===== src/rtl/u2a_pkg.sv =====
`timescale 1ns / 1ps
// ============================================================================
// u2a_pkg
// Shared types, constants and helpers for the binary to ASCII digit converter.
// ============================================================================
package u2a_pkg;

    // Widths of the number and of one digit.
    localparam int unsigned VALUE_W   = 32;
    localparam int unsigned DIGIT_W   = 4;
    localparam int unsigned CHAR_W    = 7;

    // Digit counts for each radix.
    localparam int unsigned DEC_DIGITS = 10;
    localparam int unsigned HEX_DIGITS = 8;
    localparam int unsigned DIG_REG_W  = DEC_DIGITS * DIGIT_W;
    localparam int unsigned REM_W      = $clog2(DEC_DIGITS + 1);
    localparam int unsigned STEP_W     = $clog2(VALUE_W);

    // Radix select codes.
    localparam logic RADIX_DEC = 1'b0;
    localparam logic RADIX_HEX = 1'b1;

    // ASCII anchors and the first letter digit.
    localparam logic [CHAR_W-1:0]  ASCII_ZERO  = 7'h30;
    localparam logic [CHAR_W-1:0]  ASCII_A     = 7'h41;
    localparam logic [DIGIT_W-1:0] ALPHA_START = 4'hA;

    // Commands from the controller to the datapath.
    typedef struct packed {
        logic load;    // Capture a new number.
        logic dabble;  // One shift-and-add-3 step of the decimal conversion.
        logic shift;   // Drop the top digit.
    } t_cmd;

    // Status from the datapath to the controller.
    typedef struct packed {
        logic top_zero;  // The top digit is zero.
        logic rem_one;   // Only one digit is left.
    } t_sts;

    // Map one digit value to its upper-case ASCII code.
    function automatic logic [CHAR_W-1:0] digit_to_ascii(input logic [DIGIT_W-1:0] d);
        logic [CHAR_W-1:0] r;
        if (d < ALPHA_START) begin
            r = ASCII_ZERO + CHAR_W'(d);
        end else begin
            r = ASCII_A + CHAR_W'(d - ALPHA_START);
        end
        return r;
    endfunction

endpackage


===== src/rtl/u2a_dp.sv =====
`timescale 1ns / 1ps
// ============================================================================
// u2a_dp
// Datapath: binary shift register, digit register with shift-and-add-3
// correction, and the count of digits still to be sent.
// ============================================================================
module u2a_dp (
    input  logic                             i_clk,
    input  u2a_pkg::t_cmd                    i_cmd_ctl,
    input  logic                             i_radix,
    input  logic [u2a_pkg::VALUE_W-1:0]      i_value,
    output u2a_pkg::t_sts                    o_sts,
    output logic [u2a_pkg::CHAR_W-1:0]       o_character
);
    import u2a_pkg::*;

    logic [VALUE_W-1:0]   r_bin;
    logic [DIG_REG_W-1:0] r_dig;
    logic [REM_W-1:0]     r_rem;
    logic [DIG_REG_W-1:0] adj;

    // Add 3 to every decimal digit of 5 or more before the next shift.
    always_comb begin
        for (int i = 0; i < DEC_DIGITS; i++) begin
            if (r_dig[i*DIGIT_W +: DIGIT_W] >= DIGIT_W'(5)) begin
                adj[i*DIGIT_W +: DIGIT_W] = r_dig[i*DIGIT_W +: DIGIT_W] + DIGIT_W'(3);
            end else begin
                adj[i*DIGIT_W +: DIGIT_W] = r_dig[i*DIGIT_W +: DIGIT_W];
            end
        end
    end

    // Digit and binary registers. Hex digits are the value's nibbles, placed
    // so that the most significant nibble sits in the top digit slot.
    always_ff @(posedge i_clk) begin
        if (i_cmd_ctl.load) begin
            r_bin <= i_value;
            if (i_radix == RADIX_HEX) begin
                r_dig <= {i_value, {(DIG_REG_W - VALUE_W){1'b0}}};
                r_rem <= REM_W'(HEX_DIGITS);
            end else begin
                r_dig <= '0;
                r_rem <= REM_W'(DEC_DIGITS);
            end
        end else if (i_cmd_ctl.dabble) begin
            r_dig <= {adj[DIG_REG_W-2:0], r_bin[VALUE_W-1]};
            r_bin <= {r_bin[VALUE_W-2:0], 1'b0};
        end else if (i_cmd_ctl.shift) begin
            r_dig <= {r_dig[DIG_REG_W-DIGIT_W-1:0], {DIGIT_W{1'b0}}};
            r_rem <= r_rem - REM_W'(1);
        end
    end

    // Status and the current character.
    assign o_sts.top_zero = (r_dig[DIG_REG_W-1 -: DIGIT_W] == '0);
    assign o_sts.rem_one  = (r_rem == REM_W'(1));
    assign o_character    = digit_to_ascii(r_dig[DIG_REG_W-1 -: DIGIT_W]);

endmodule


===== src/rtl/u2a_ctrl.sv =====
`timescale 1ns / 1ps
// ============================================================================
// u2a_ctrl
// Controller: sequences load, decimal conversion, leading-zero skip and
// digit output, and owns both handshakes.
// ============================================================================
module u2a_ctrl (
    input  logic           i_clk,
    input  logic           i_rst_n,
    input  logic           i_in_valid,
    input  logic           i_radix,
    output logic           o_in_ready,
    output logic           o_out_valid,
    input  logic           i_out_ready,
    input  u2a_pkg::t_sts  i_sts,
    output u2a_pkg::t_cmd  o_cmd_ctl
);
    import u2a_pkg::*;

    typedef enum logic [1:0] {
        ST_IDLE,
        ST_CONV,
        ST_SKIP,
        ST_EMIT
    } t_state;

    t_state              r_state, n_state;
    logic [STEP_W-1:0]   r_step, n_step;
    logic                r_in_ready, n_in_ready;
    logic                r_out_valid, n_out_valid;

    // Next state and datapath commands. A number is loaded only on an
    // accepted input beat, so not in the first cycle after reset.
    always_comb begin
        n_state   = r_state;
        n_step    = r_step;
        o_cmd_ctl = '0;
        case (r_state)
            ST_IDLE: begin
                if (i_in_valid && r_in_ready) begin
                    o_cmd_ctl.load = 1'b1;
                    n_step         = '0;
                    n_state        = (i_radix == RADIX_HEX) ? ST_SKIP : ST_CONV;
                end
            end
            ST_CONV: begin
                o_cmd_ctl.dabble = 1'b1;
                n_step           = r_step + STEP_W'(1);
                if (r_step == STEP_W'(VALUE_W - 1)) begin
                    n_state = ST_SKIP;
                end
            end
            ST_SKIP: begin
                if (i_sts.top_zero && !i_sts.rem_one) begin
                    o_cmd_ctl.shift = 1'b1;
                end else begin
                    n_state = ST_EMIT;
                end
            end
            ST_EMIT: begin
                if (i_out_ready) begin
                    if (i_sts.rem_one) begin
                        n_state = ST_IDLE;
                    end else begin
                        o_cmd_ctl.shift = 1'b1;
                    end
                end
            end
            default: begin
                n_state = ST_IDLE;
            end
        endcase
        n_in_ready  = (n_state == ST_IDLE);
        n_out_valid = (n_state == ST_EMIT);
    end

    // State and registered handshake outputs.
    always_ff @(posedge i_clk) begin
        if (!i_rst_n) begin
            r_state     <= ST_IDLE;
            r_step      <= '0;
            r_in_ready  <= 1'b0;
            r_out_valid <= 1'b0;
        end else begin
            r_state     <= n_state;
            r_step      <= n_step;
            r_in_ready  <= n_in_ready;
            r_out_valid <= n_out_valid;
        end
    end

    assign o_in_ready  = r_in_ready && (r_state == ST_IDLE);
    assign o_out_valid = r_out_valid;

endmodule


===== src/rtl/uint32_to_ascii_dec_hex.sv =====
`timescale 1ns / 1ps
// ============================================================================
// uint32_to_ascii_dec_hex
// Unsigned 32-bit number to ASCII decimal or upper-case hexadecimal digits.
// ============================================================================
// One number is taken at a time. A decimal number goes through shift-and-add-3
// conversion, one value bit per cycle; a hexadecimal number needs none. Then
// leading zero digits are dropped one at a time (up to 9 in decimal, 7 in
// hex), then the digit beats follow, most significant first, with o_last on
// the final one. An output stall holds the current digit beat. A new number is
// accepted only after the last digit beat of the previous one has been taken.
module uint32_to_ascii_dec_hex (
    input  logic                        i_clk,
    input  logic                        i_rst_n,
    input  logic                        i_valid,
    output logic                        o_ready,
    input  logic                        i_cmd,
    input  logic [u2a_pkg::VALUE_W-1:0] i_value,
    output logic                        o_valid,
    input  logic                        i_ready,
    output logic [u2a_pkg::CHAR_W-1:0]  o_character,
    output logic                        o_last
);
    import u2a_pkg::*;

    t_cmd cmd_ctl;
    t_sts sts;

    u2a_ctrl u_ctrl (
        .i_clk       (i_clk),
        .i_rst_n     (i_rst_n),
        .i_in_valid  (i_valid),
        .i_radix     (i_cmd),
        .o_in_ready  (o_ready),
        .o_out_valid (o_valid),
        .i_out_ready (i_ready),
        .i_sts       (sts),
        .o_cmd_ctl   (cmd_ctl)
    );

    u2a_dp u_dp (
        .i_clk       (i_clk),
        .i_cmd_ctl   (cmd_ctl),
        .i_radix     (i_cmd),
        .i_value     (i_value),
        .o_sts       (sts),
        .o_character (o_character)
    );

    // The last beat of a number is the one with a single digit left.
    assign o_last = sts.rem_one;

endmodule


===== config.mk =====
export PLATFORM = sky130hd
export DESIGN_NAME = uint32_to_ascii_dec_hex
export DESIGN_NICKNAME = d
export VERILOG_FILES = /design/src/rtl/u2a_pkg.sv /design/src/rtl/u2a_dp.sv /design/src/rtl/u2a_ctrl.sv /design/src/rtl/uint32_to_ascii_dec_hex.sv
export SDC_FILE = /design/constraint.sdc
export NUM_CORES = 1
export LEC_CHECK = 0
export ABC_AREA = 1
export BUFFER_PORTS_ARGS = -buffer_cell sky130_fd_sc_hd__buf_2
export CORE_MARGIN = 1.5
export CORE_UTILIZATION = 51
export DETAILED_ROUTE_END_ITERATION = 7
export PLACE_DENSITY = 0.73
export SYNTH_ARGS = -nofsm -noshare
export SYNTH_HDL_FRONTEND = slang
export SYNTH_SLANG_ARGS = --single-unit
export TNS_END_PERCENT = 5

===== constraint.sdc =====
create_clock -name i_clk -period 2.68 [get_ports i_clk]
set_clock_uncertainty 0.1 [all_clocks]
set_input_delay 0.268 -clock i_clk [delete_from_list [all_inputs] [get_ports i_clk]]
set_output_delay 0.268 -clock i_clk [all_outputs]
set_load 0.05 [all_outputs]

# [Word level (Yosys, flattened, before mapping)]
# Cells that the tools add are included.
[totals] elab_cells=91 romBits=0 memories=0 latch_bits=0 mem_bits_rw=0 out_inout_bits=10 register_bits=85
[classes] n_mul=0 bitwise=0 order_cmp=11 shifts=0 div=0 n_mux=37 reduce_logical=13 eq_ne=8 addsub=15
[ops] op="2-to-1 mux 40 bit" count=4
[ops] op="2-to-1 mux 32 bit" count=2
[ops] op="2-to-1 mux 4 bit" count=12
[ops] op="greater-or-equal comparator 4 x 3 -> 1 bit, second input constant" count=10
[ops] op="adder 4 x 2 -> 4 bit, second input constant" count=9
[ops] op="2-to-1 mux 2 bit" count=7
[ops] op="one-hot mux 5 bit (2 select lines)" count=1
[ops] op="one-hot mux 2 bit (4 select lines)" count=1
[ops] op="adder 6 x 4 -> 7 bit, first input constant" count=1
[ops] op="adder 7 bit, first input constant" count=1
[ops] op="2-to-1 mux 7 bit" count=1
[ops] op="equality test 2 bit, second input constant" count=3
[ops] op="2-to-1 mux 1 bit" count=6
[ops] op="nonzero test 2 bit" count=3
[ops] op="adder 5 x 1 -> 5 bit, second input constant" count=1
[ops] op="equality test 5 bit, second input constant" count=1
[ops] op="2-to-1 mux 5 bit" count=1
[ops] op="subtractor 4 x 4 -> 5 bit, second input constant" count=1
[ops] op="equality test 4 x 1 -> 1 bit, second input constant" count=1
[ops] op="zero test 2 bit" count=2
[ops] op="zero test 4 bit" count=1
[ops] op="< comparator 4 bit, second input constant" count=1
[ops] op="!= test 2 x 1 -> 1 bit, second input constant" count=2
[ops] op="AND reduction 2 bit" count=2
[ops] op="other kinds (8)" count=10

# [Logic depth before layout (Yosys ltp)]
# Gate-level depths: netlist (run 1).
[depth] ltp_word=8 mapped_depth=9

# [Cells and area by module]
# From an unflattened synthesis (run 1), not the netlist that was laid out.
[unflattened] hier_cells=709 hier_area_um2=5480.3
[by_module_without_submodules] mod="u2a_dp" cells_each=638 seq_area_each_um2=2282.2 area_per_inst_um2=4959.8 n_inst=1
[by_module_without_submodules] mod="u2a_ctrl" cells_each=71 seq_area_each_um2=180.2 area_per_inst_um2=520.5 n_inst=1

# [Worst setup path before layout (run 1)]
# OpenSTA, ideal clock, no wires.
[synth_path] path_type="register -> output" from="reg u_dp.r_dig[37]" to="out o_character[4] (netlist name)" t_arrival_ns=2.766 stages_incl_launch_ff=8 path_slack_ns=-0.454 path_buffers=0 required_time_ns=2.312 cell_sequence="edfxtp_1 > inv_1 > ha_1 > inv_1 > ha_1 > nand3_1 > a21oi_1 > o21ai_0"
[synth_via] elab_chain_cells=3 word_cells_on_any_way=5
[synth_lines] element="from (decl)" line_no="u2a_dp.sv:18" text="logic [DIG_REG_W-1:0] r_dig;"
[synth_lines] element="from (signal assigned)" line_no="u2a_dp.sv:39" text="r_dig <= {i_value, {(DIG_REG_W - VALUE_W){1'b0}}};"
[synth_lines] element="from (signal assigned)" line_no="u2a_dp.sv:46" text="r_dig <= {adj[DIG_REG_W-2:0], r_bin[VALUE_W-1]};"
[synth_lines] element="from (signal assigned)" line_no="u2a_dp.sv:49" text="r_dig <= {r_dig[DIG_REG_W-DIGIT_W-1:0], {DIGIT_W{1'b0}}};"
[synth_lines] element="subtractor 4 x 4 -> 5 bit" line_no="u2a_pkg.sv:48" text="r = ASCII_A + CHAR_W'(d - ALPHA_START);"
[synth_lines] element="adder 7 bit" line_no="u2a_pkg.sv:48"
[synth_lines] element="2-to-1 mux 7 bit *" line_no="u2a_pkg.sv:45" text="if (d < ALPHA_START) begin"
[synth_lines] element="to (decl)" line_no="uint32_to_ascii_dec_hex.sv:21" text="output logic [u2a_pkg::CHAR_W-1:0] o_character,"
# Every way passes the cells marked *; elsewhere a longest branch is shown, timed or not.

# [Worst setup path after layout (run 1)]
[layout_path] from="reg u_dp.r_dig[37]" to="out o_character[3] (netlist name)"
# The elaborated chain is that of the path after synthesis.

==> run summary, run 1 <==
Post-synthesis sequential area ratio - 0.496
Antenna violations before repair - 0
Hold_ws - 65.4 ps
Final Hold Fails - 0
Worst reg2reg setup slack - 670 ps
Via density - 5.24
Max Fclk - 0.400 GHz
Final ANT Viol Nets - 0
RSZ-0062 raised after global routing - false
Critical Path Start Type - register
Syn Inst Count - 599
Syn Nets - 664
Area occupied by multi-input gates - 0.00215 mm2
Die Footprint - 0.0103 mm2
Critical Path Fanout Max - 7
Setup Fix Bufs, Post-CTS - 0
Drt pass-1 iters - 5
Cts hold-fix bufs - 0
Final period utilization - 0.934
Finished Cell Area - 0.00553 mm2
Yosys cell types - 26
# nets final - 712
Origin of the critical flop-to-flop path - u_dp.r_dig[36]$_DFFE_PP_
I/O pins - 47
Cell row count - 35
Peak supply drop - 346 uV
Worst skew pair latency - 360 ps
Dpl cell area - 0.00534 mm2
Hold Path Class - in2reg
ANT cells - 0
Clk root buf - clkbuf_8
Synth warn - 0
CP endpoint kind - primary output
CTS tree - built
Congestion Overflow GR - 0
Critical setup path kind - reg2out
Storage element area - 0.00246 mm2
P_leak - 2.50 nW
Number of DRC markers in iteration 0 - 237
RePlAce Congestion - 0.833
First-pass GRT wire length - 17600 um
Share of post-route cells with drive strength above 1 - 0.123
Fin util - 0.592
CTS max path bufs - 2
Post-Syn Area - 0.00497 mm2
Arr. time, crit path - 2130 ps
Final setup viols - 0
R2R cell count - 7
Setup crit start - u_dp.r_dig[37]$_DFFE_PP_
Total power divided by cell area - 774 mW/mm2
Via count - 4093
CTS Buf Count - 9
Largest net degree at the start of global routing - 43
Final non-filler cell total - 781
Syn-to-layout area delta - 11.3%
Vias in the first global route - 3797
Slew Limit Headroom - 0.596
Commonest non-fill, non-tap cells in the layout - nand2_1 (210), edfxtp_1 (76), inv_1 (65), nand3_1 (62), buf_2 (46)
Status - finished clean
Sink Count - 85
CP Data Required Time - 2310 ps
Hold Path Origin - i_rst_n
H-tree depth - 3
Die height - 102 um
Worst min-delay path endpoint - u_ctrl.r_state[0]$_SDFF_PN0_
DRC viols - 0
Final WL - 10800 um
# fillers - 816
MaxCap Viol Count - 0
Die X-Extent - 102 um
Wire length per cell - 13.8 um
Post-DP HPWL - 7310 um
Slew @ Worst Pin - 605 ps
Worst-path clk slew - 90 ps
Fin crit period - 2500 ps
Setup TNS - 0 ps
Starting Density - 0.532
GRT Overall Usage - 0.220
Worst r2r dst - u_dp.r_dig[11]$_DFFE_PP_
IO Port Bufs - 46
Final Max Tran Viols - 0
WHS Path Cells - 3
CTS resizes - 0
Synth Register Bits - 85
Placed cell count - 765
Syn Area/Cell - 8.29 um2
Core Region - 0.00933 mm2
Commonest non-fill, non-tap cell in the layout - nand2_1
==> worst max path at each step <==
stage	endpoint	slack, ps
floorplan	u_dp.r_dig[0]$_SDFFCE_PP0P_	-70
global placement	o_character[3]	620
detailed placement	o_character[3]	570
CTS	o_character[3]	160
global route	o_character[3]	60
finish	o_character[3]	180
==> cells in the mapped netlist, drive strengths merged <==
master | instances | area (um2)
o221ai | 2 | 17.5
nand2 | 212 | 801
inv | 69 | 259
o21ai | 41 | 205
and3 | 1 | 6.26
nand4 | 5 | 31.3
o211ai | 7 | 52.6
edfxtp | 76 | 2280
dfxtp | 9 | 180
ha | 28 | 350
o211a | 1 | 10.0
o22ai | 2 | 12.5
buf | 17 | 91.3
a21oi | 26 | 130
xnor2 | 1 | 8.76
or2 | 1 | 6.26
xor2 | 9 | 78.8
nor2 | 28 | 120
nand3 | 62 | 310
clkbuf | 1 | 5.00
o31ai | 1 | 7.51
==> report_power, final <==
| part | internal, mW | switching (mW) | total (mW) | leakage (nW) |
|---|---|---|---|---|
| logic | 0.434 | 0.955 | 1.39 | 1.62 |
| registers | 1.82 | 0.155 | 1.98 | 0.790 |
| clock network | 0.430 | 0.481 | 0.911 | 0.0939 |
==> sequential cells by signal (all words and copies together) (netlist names) <==
register	flops
u_dp.r_bin	32
u_ctrl.r_step	5
u_dp.r_dig	40
u_dp.r_rem	4
u_ctrl.r_in_ready	1
u_ctrl.r_state	2
u_ctrl.o_out_valid	1
==> cell families after synthesis <==
| family | Yosys count | synth area share |
|---|---|---|
| buf+inv | 87 | 0.0716 |
| xor+xnor | 10 | 0.0176 |
| simple gates | 309 | 0.257 |
| compound gates | 80 | 0.0877 |
| fa+ha+maj | 28 | 0.0705 |
| flops | 85 | 0.496 |
==> layer usage <==
| layer | track usage | vias to the layer above | wire, um |
|---|---|---|---|
| met5 | 0 | - | 0 |
| met1 | 0.292 | 1864 | 4800 |
| met4 | 0.0908 | 0 | 194 |
| met3 | 0.0283 | 15 | 652 |
| li1 | - | 2076 | - |
| met2 | 0.364 | 138 | 5110 |
==> through the flow <==
step                power, mW  setup WS [ps]
finish                   4.28            178
global route             4.55           58.0
CTS                      4.30            160
detailed placement       3.39            574
global placement         3.32            625
floorplan                3.03          -67.3
==> final cells by class <==
cell class                      instances  share of cell area
Clock buffer                           10              0.0231
Clock inverter                          6              0.0115
Tap cell                              129              0.0292
Timing Repair Buffer                   55              0.0539
Multi-Input combinational cell        427               0.390
Inverter                               69              0.0469
Sequential cell                        85               0.446
==> critical path, cell delays in order, from the launching register on <==
cell,delay [ps]
edfxtp_1,390
inv_1,200
ha_1,180
inv_1,40
ha_1,300
and3_1,180
o31ai_1,180
buf_2,300
(Power assumes the default switching activity.)
==> run 2, diff against run 1 <==
Settings changed: CELL_PAD_IN_SITES_DETAIL_PLACEMENT from default to 0, CELL_PAD_IN_SITES_GLOBAL_PLACEMENT from default to 2, CORE_UTILIZATION 51 to 33, PLACE_DENSITY 0.73 to 0.77.
==> run summary, run 2 (synthesized netlist as in run 1, its figures left out) <==
Max Fclk - 0.401 GHz
Worst-path clk slew - 60 ps
Share of post-route cells with drive strength above 1 - 0.123
Setup Fix Bufs, Post-CTS - 0
Sink Count - 85
Crit-path leading delay family - buffers and inverters
Worst reg2reg setup slack - 730 ps
CP endpoint kind - primary output
Total power divided by cell area - 809 mW/mm2
Critical setup path kind - reg2out
Final non-filler cell total - 835
Status - finished clean
Antenna violations before repair - 0
CP bufs+invs - 3
Setup TNS - 0 ps
Slew Limit Headroom - 0.609
Final WL - 11800 um
Die Footprint - 0.0158 mm2
CP Data Required Time - 2310 ps
Final Hold Fails - 0
RePlAce Congestion - 0.798
Slowest CP cell - edfxtp_1
CTS tree - built
Cts hold-fix bufs - 0
Top Registers - u_dp.r_dig x40, u_dp.r_bin x32, u_ctrl.r_step x5
Clk root buf - clkbuf_16
CTS resizes - 0
MaxCap Viol Count - 0
Final Max Tran Viols - 0
DRC viols - 0
Via count - 4025
Critical Path Fanout Max - 7
Die X-Extent - 126 um
Slew @ Worst Pin - 587 ps
P_leak - 2.55 nW
# nets final - 712
Worst r2r dst - u_dp.r_dig[13]$_DFFE_PP_
Fin crit period - 2490 ps
Crit path depth - 7
I/O pins - 47
Wire length per cell - 14.2 um
Core Region - 0.0146 mm2
R2R cell count - 7
Largest net degree at the start of global routing - 43
Final period utilization - 0.930
Drt pass-1 iters - 4
Origin of the critical flop-to-flop path - u_dp.r_dig[37]$_DFFE_PP_
H-tree depth - 3
Hold_ws - 92.5 ps
Worst min-delay path endpoint - u_ctrl.r_state[0]$_SDFF_PN0_
Cell row count - 44
Number of DRC markers in iteration 0 - 253
RSZ-0062 raised after global routing - false
Hold Path Origin - i_rst_n
ANT cells - 0
Final setup viols - 0
Largest register FFs - 40
Post-DP HPWL - 8060 um
Arr. time, crit path - 2120 ps
Peak supply drop - 325 uV
Commonest non-fill, non-tap cells in the layout - nand2_1 (210), edfxtp_1 (76), inv_1 (65), nand3_1 (62), buf_2 (46)
Vias in the first global route - 3935
CTS Buf Count - 9
Biggest register - u_dp.r_dig
CTS max path bufs - 2
# fillers - 1503
Congestion Overflow GR - 0
Final ANT Viol Nets - 0
Critical Path Start Type - register
First-pass GRT wire length - 19800 um
Hold Path Class - in2reg
Syn-to-layout area delta - 15.0%
Die height - 126 um
Worst skew pair latency - 350 ps
Crit-path max cell delay - 380 ps
Ordered list of cells on the worst path - inv_1 > ha_1 > inv_1 > ha_1 > and3_1 > o31ai_1 > buf_2
WHS Path Cells - 3
Via density - 4.82
Starting Density - 0.340
IO Port Bufs - 46
Commonest non-fill, non-tap cell in the layout - nand2_1
GRT Overall Usage - 0.159
Placed cell count - 820
## run 2: where the power goes
part	internal, mW	switching [mW]	leakage, nW
registers	1.82	0.157	0.790
logic	0.446	0.962	1.62
clock network	0.712	0.516	0.138
## run 2: cell type report
class | count | area (um2) | share of cell area
Clock buffer | 10 | 229 | 0.0401
Inverter | 69 | 259 | 0.0454
Multi-Input combinational cell | 427 | 2150 | 0.377
Tap cell | 184 | 230 | 0.0403
Timing Repair Buffer | 55 | 323 | 0.0565
Clock inverter | 5 | 52.6 | 0.00920
Sequential cell | 85 | 2460 | 0.431
## run 2: through the flow
| stage | total power, mW | worst slack [ps] | area [um2] | utilization |
|---|---|---|---|---|
| floorplan | 3.03 | -67.3 | 4970 | - |
| global placement | 3.41 | 596 | 5430 | 0.372 |
| detailed placement | 3.44 | 547 | 5430 | 0.372 |
| CTS | 4.69 | 157 | 5710 | 0.391 |
| global route | 4.94 | 23.9 | 5710 | 0.391 |
| finish | 4.62 | 189 | 5710 | 0.391 |
## run 2: how the worst max path moves through the flow
stage                                 start                     endpoint
3_3_place_gp       u_dp.r_dig[37]$_DFFE_PP_               o_character[3]
3_5_place_dp       u_dp.r_dig[37]$_DFFE_PP_               o_character[3]
4_1_cts            u_dp.r_dig[37]$_DFFE_PP_               o_character[3]
2_1_floorplan  u_ctrl.r_state[1]$_SDFF_PN0_  u_dp.r_dig[0]$_SDFFCE_PP0P_
5_1_grt            u_dp.r_dig[37]$_DFFE_PP_               o_character[3]
6_report           u_dp.r_dig[37]$_DFFE_PP_               o_character[3]
## run 2: metal layers
| metal | wire length [um] | global-route usage | vias to the layer above |
|---|---|---|---|
| met4 | 296 | 0.0755 | 0 |
| met2 | 5460 | 0.258 | 70 |
| li1 | - | - | 2076 |
| met3 | 384 | 0.0276 | 21 |
| met5 | 0 | 0 | - |
| met1 | 5690 | 0.208 | 1858 |
## run 2: worst reg2reg max path, stage by stage (launching register included)
cell and delay, ps:
edfxtp_1 380, inv_1 210, ha_2 220, inv_1 30, nor2_1 150, nand3_1 120, nand4_1 140, buf_12 270
==> run 3, diff against run 2 <==
Settings changed: ABC_AREA 1 to 0, CORE_UTILIZATION 33 to 34, PLACE_DENSITY 0.77 to 0.75.
==> run summary, run 3 <==
WHS Path Cells - 3
Max layer used - met4
Storage element area - 0.00246 mm2
Clk root buf - clkbuf_16
Max Fclk - 0.413 GHz
Congestion Overflow GR - 0
Share of the synthesized area in the top cell type - 0.466
Most frequent cells after synthesis - nand2_1 (122), edfxtp_1 (76), a21oi_1 (35), o21ai_0 (35), ha_1 (28)
Setup Fix Bufs, Post-CTS - 0
Final Max Tran Viols - 0
ANT cells - 0
Fin crit period - 2420 ps
Synth Register Bits - 85
Synth async-reset ratio - 0
Final ANT Viol Nets - 0
CTS max path bufs - 2
Hold Path Class - in2reg
Cts hold-fix bufs - 0
Largest net degree at the start of global routing - 49
MaxCap Viol Count - 0
Number of DRC markers in iteration 0 - 199
Status - finished clean
Most frequent cell after synthesis - nand2_1
Via density - 5.04
Starting Density - 0.350
I/O pins - 47
CP endpoint kind - primary output
CTS Buf Count - 9
Metal3 WL - 511 um
Slew Limit Headroom - 0.616
Area contributors post-synth - edfxtp_1 (47%), nand2_1 (9.4%), ha_1 (7.2%), dfxtp_1 (3.7%), a22oi_1 (3.7%)
Drt pass-1 iters - 4
Syn-to-layout area delta - 14.6%
RePlAce Congestion - 0.726
Worst skew pair latency - 340 ps
Final WL - 10700 um
Most frequently used flop master after synthesis - edfxtp_1
Die height - 123 um
First-pass GRT wire length - 17600 um
Post-Syn Area - 0.00489 mm2
H-tree depth - 3
Core Region - 0.0140 mm2
Slew @ Worst Pin - 574 ps
Area occupied by multi-input gates - 0.00221 mm2
Final setup viols - 0
Post-synthesis sequential area ratio - 0.503
Share of post-route cells with drive strength above 1 - 0.155
Yosys cell types - 39
CTS resizes - 0
Syn Nets - 560
Origin of the critical flop-to-flop path - u_dp.r_dig[36]$_DFFE_PP_
Largest register FFs - 40
Vias in the first global route - 3553
Critical setup path kind - reg2out
Largest area contributor in the netlist - edfxtp_1
Met2 WL post-DR - 4970 um
IO Port Bufs - 46
Hold_ws - 108 ps
Internal cell power - 3.02 mW
Worst-path clk slew - 60 ps
DRC viols - 0
Critical Path Start Type - register
Peak supply drop - 333 uV
# nets final - 603
Biggest register - u_dp.r_dig
Arr. time, crit path - 2050 ps
Total power divided by cell area - 803 mW/mm2
# fillers - 1383
Clock power share - 0.271
Reg power frac - 0.436
Comb power frac - 0.292
Via count - 3636
Final Hold Fails - 0
P_leak - 2.27 nW
Antenna violations before repair - 0
Sw Ratio - 0.329
Cell row count - 43
Setup crit start - u_dp.r_dig[38]$_DFFE_PP_
Top Registers - u_dp.r_dig x40, u_dp.r_bin x32, u_ctrl.r_step x5
CP Data Required Time - 2310 ps
Post-DP HPWL - 6980 um
Commonest non-fill, non-tap cell in the layout - nand2_1
Synth warn - 0
Power, Total - 4.50 mW
GRT Overall Usage - 0.151
Critical Path Fanout Max - 6
Hold Path Origin - i_value[17]
Wire length per cell - 14.8 um
Die Footprint - 0.0151 mm2
R2R cell count - 5
Syn Area/Cell - 9.89 um2
Sink Count - 85
Switch Pwr - 1.48 mW
Syn Inst Count - 495
Post-synth EDFFs - 76
RSZ-0062 raised after global routing - false
Commonest non-fill, non-tap cells in the layout - nand2_1 (122), edfxtp_1 (76), buf_2 (46), o21ai_0 (35), a21oi_1 (35)
CTS tree - built
Final period utilization - 0.903
Die X-Extent - 123 um
M1 wire length - 5020 um
run 3: changes by cell type after synthesis, sizes merged, moves of 10 or more:
cell / change
nand3: -55
nor3b: +12
nor2: -10
inv: -43
nand2: -90
xnor2: +12
a22oi: +24
nand2b: +12
run 3: per-layer routing:
metal | track usage | up-vias
met2 | 0.243 | 68
met4 | 0.0647 | 0
met3 | 0.0268 | 9
li1 | - | 1842
met5 | 0 | -
met1 | 0.199 | 1717
run 3: cell type report:
type / instances / area share
Sequential cell: 85 / 0.439
Multi-Input combinational cell: 362 / 0.395
Timing Repair Buffer: 54 / 0.0585
Clock buffer: 10 / 0.0408
Tap cell: 180 / 0.0402
Inverter: 26 / 0.0174
Clock inverter: 5 / 0.00937
run 3: power by group through the flow:
stage	sequential, mW	combinational [mW]	clock, mW
2_1_floorplan	1.94	1.02	0
3_3_place_gp	1.99	1.31	0
3_5_place_dp	1.99	1.34	0
4_1_cts	1.97	1.34	1.26
5_1_grt	2.00	1.50	1.30
6_report	1.97	1.32	1.22
run 3: kinds of logic after synthesis:
family | count (synthesis) | share of synthesized area
and+or+nand+nor | 188 | 0.180
muxes | 9 | 0.0207
AOI/OAI and AO/OA | 120 | 0.150
buffers and inverters | 48 | 0.0445
adders and majority gates | 28 | 0.0716
xor gates and xnor gates | 17 | 0.0304
DFF | 85 | 0.503
run 3: path summary, 6_finish.rpt:
check        slack (ps)                             to
max                 260                 o_character[4]
min                 110       u_dp.r_bin[17]$_DFFE_PP_
max reg2reg         390        u_dp.r_rem[1]$_DFFE_PP_
min reg2reg         350  u_ctrl.r_step[3]$_SDFFE_PN0P_
run 3: per-stage QoR:
step	cell area (um2)	std cells	setup TNS [ps]	utilization	setup slack [ps]
after global routing	5610	722	0	0.401	91.7
after floorplan	4890	495	-38800	-	-970
after CTS	5610	722	0	0.401	240
after detailed placement	5330	707	0	0.381	404
final	5610	722	0	0.401	259
after global placement	5330	707	0	0.381	478
run 3: worst max-delay path: stages (launching register included):
cell      delay, ps
edfxtp_1        470
inv_1           130
ha_1            150
inv_1            40
ha_1            310
nand3b_1        120
xor2_1          160
nand2_1          80
buf_2           260
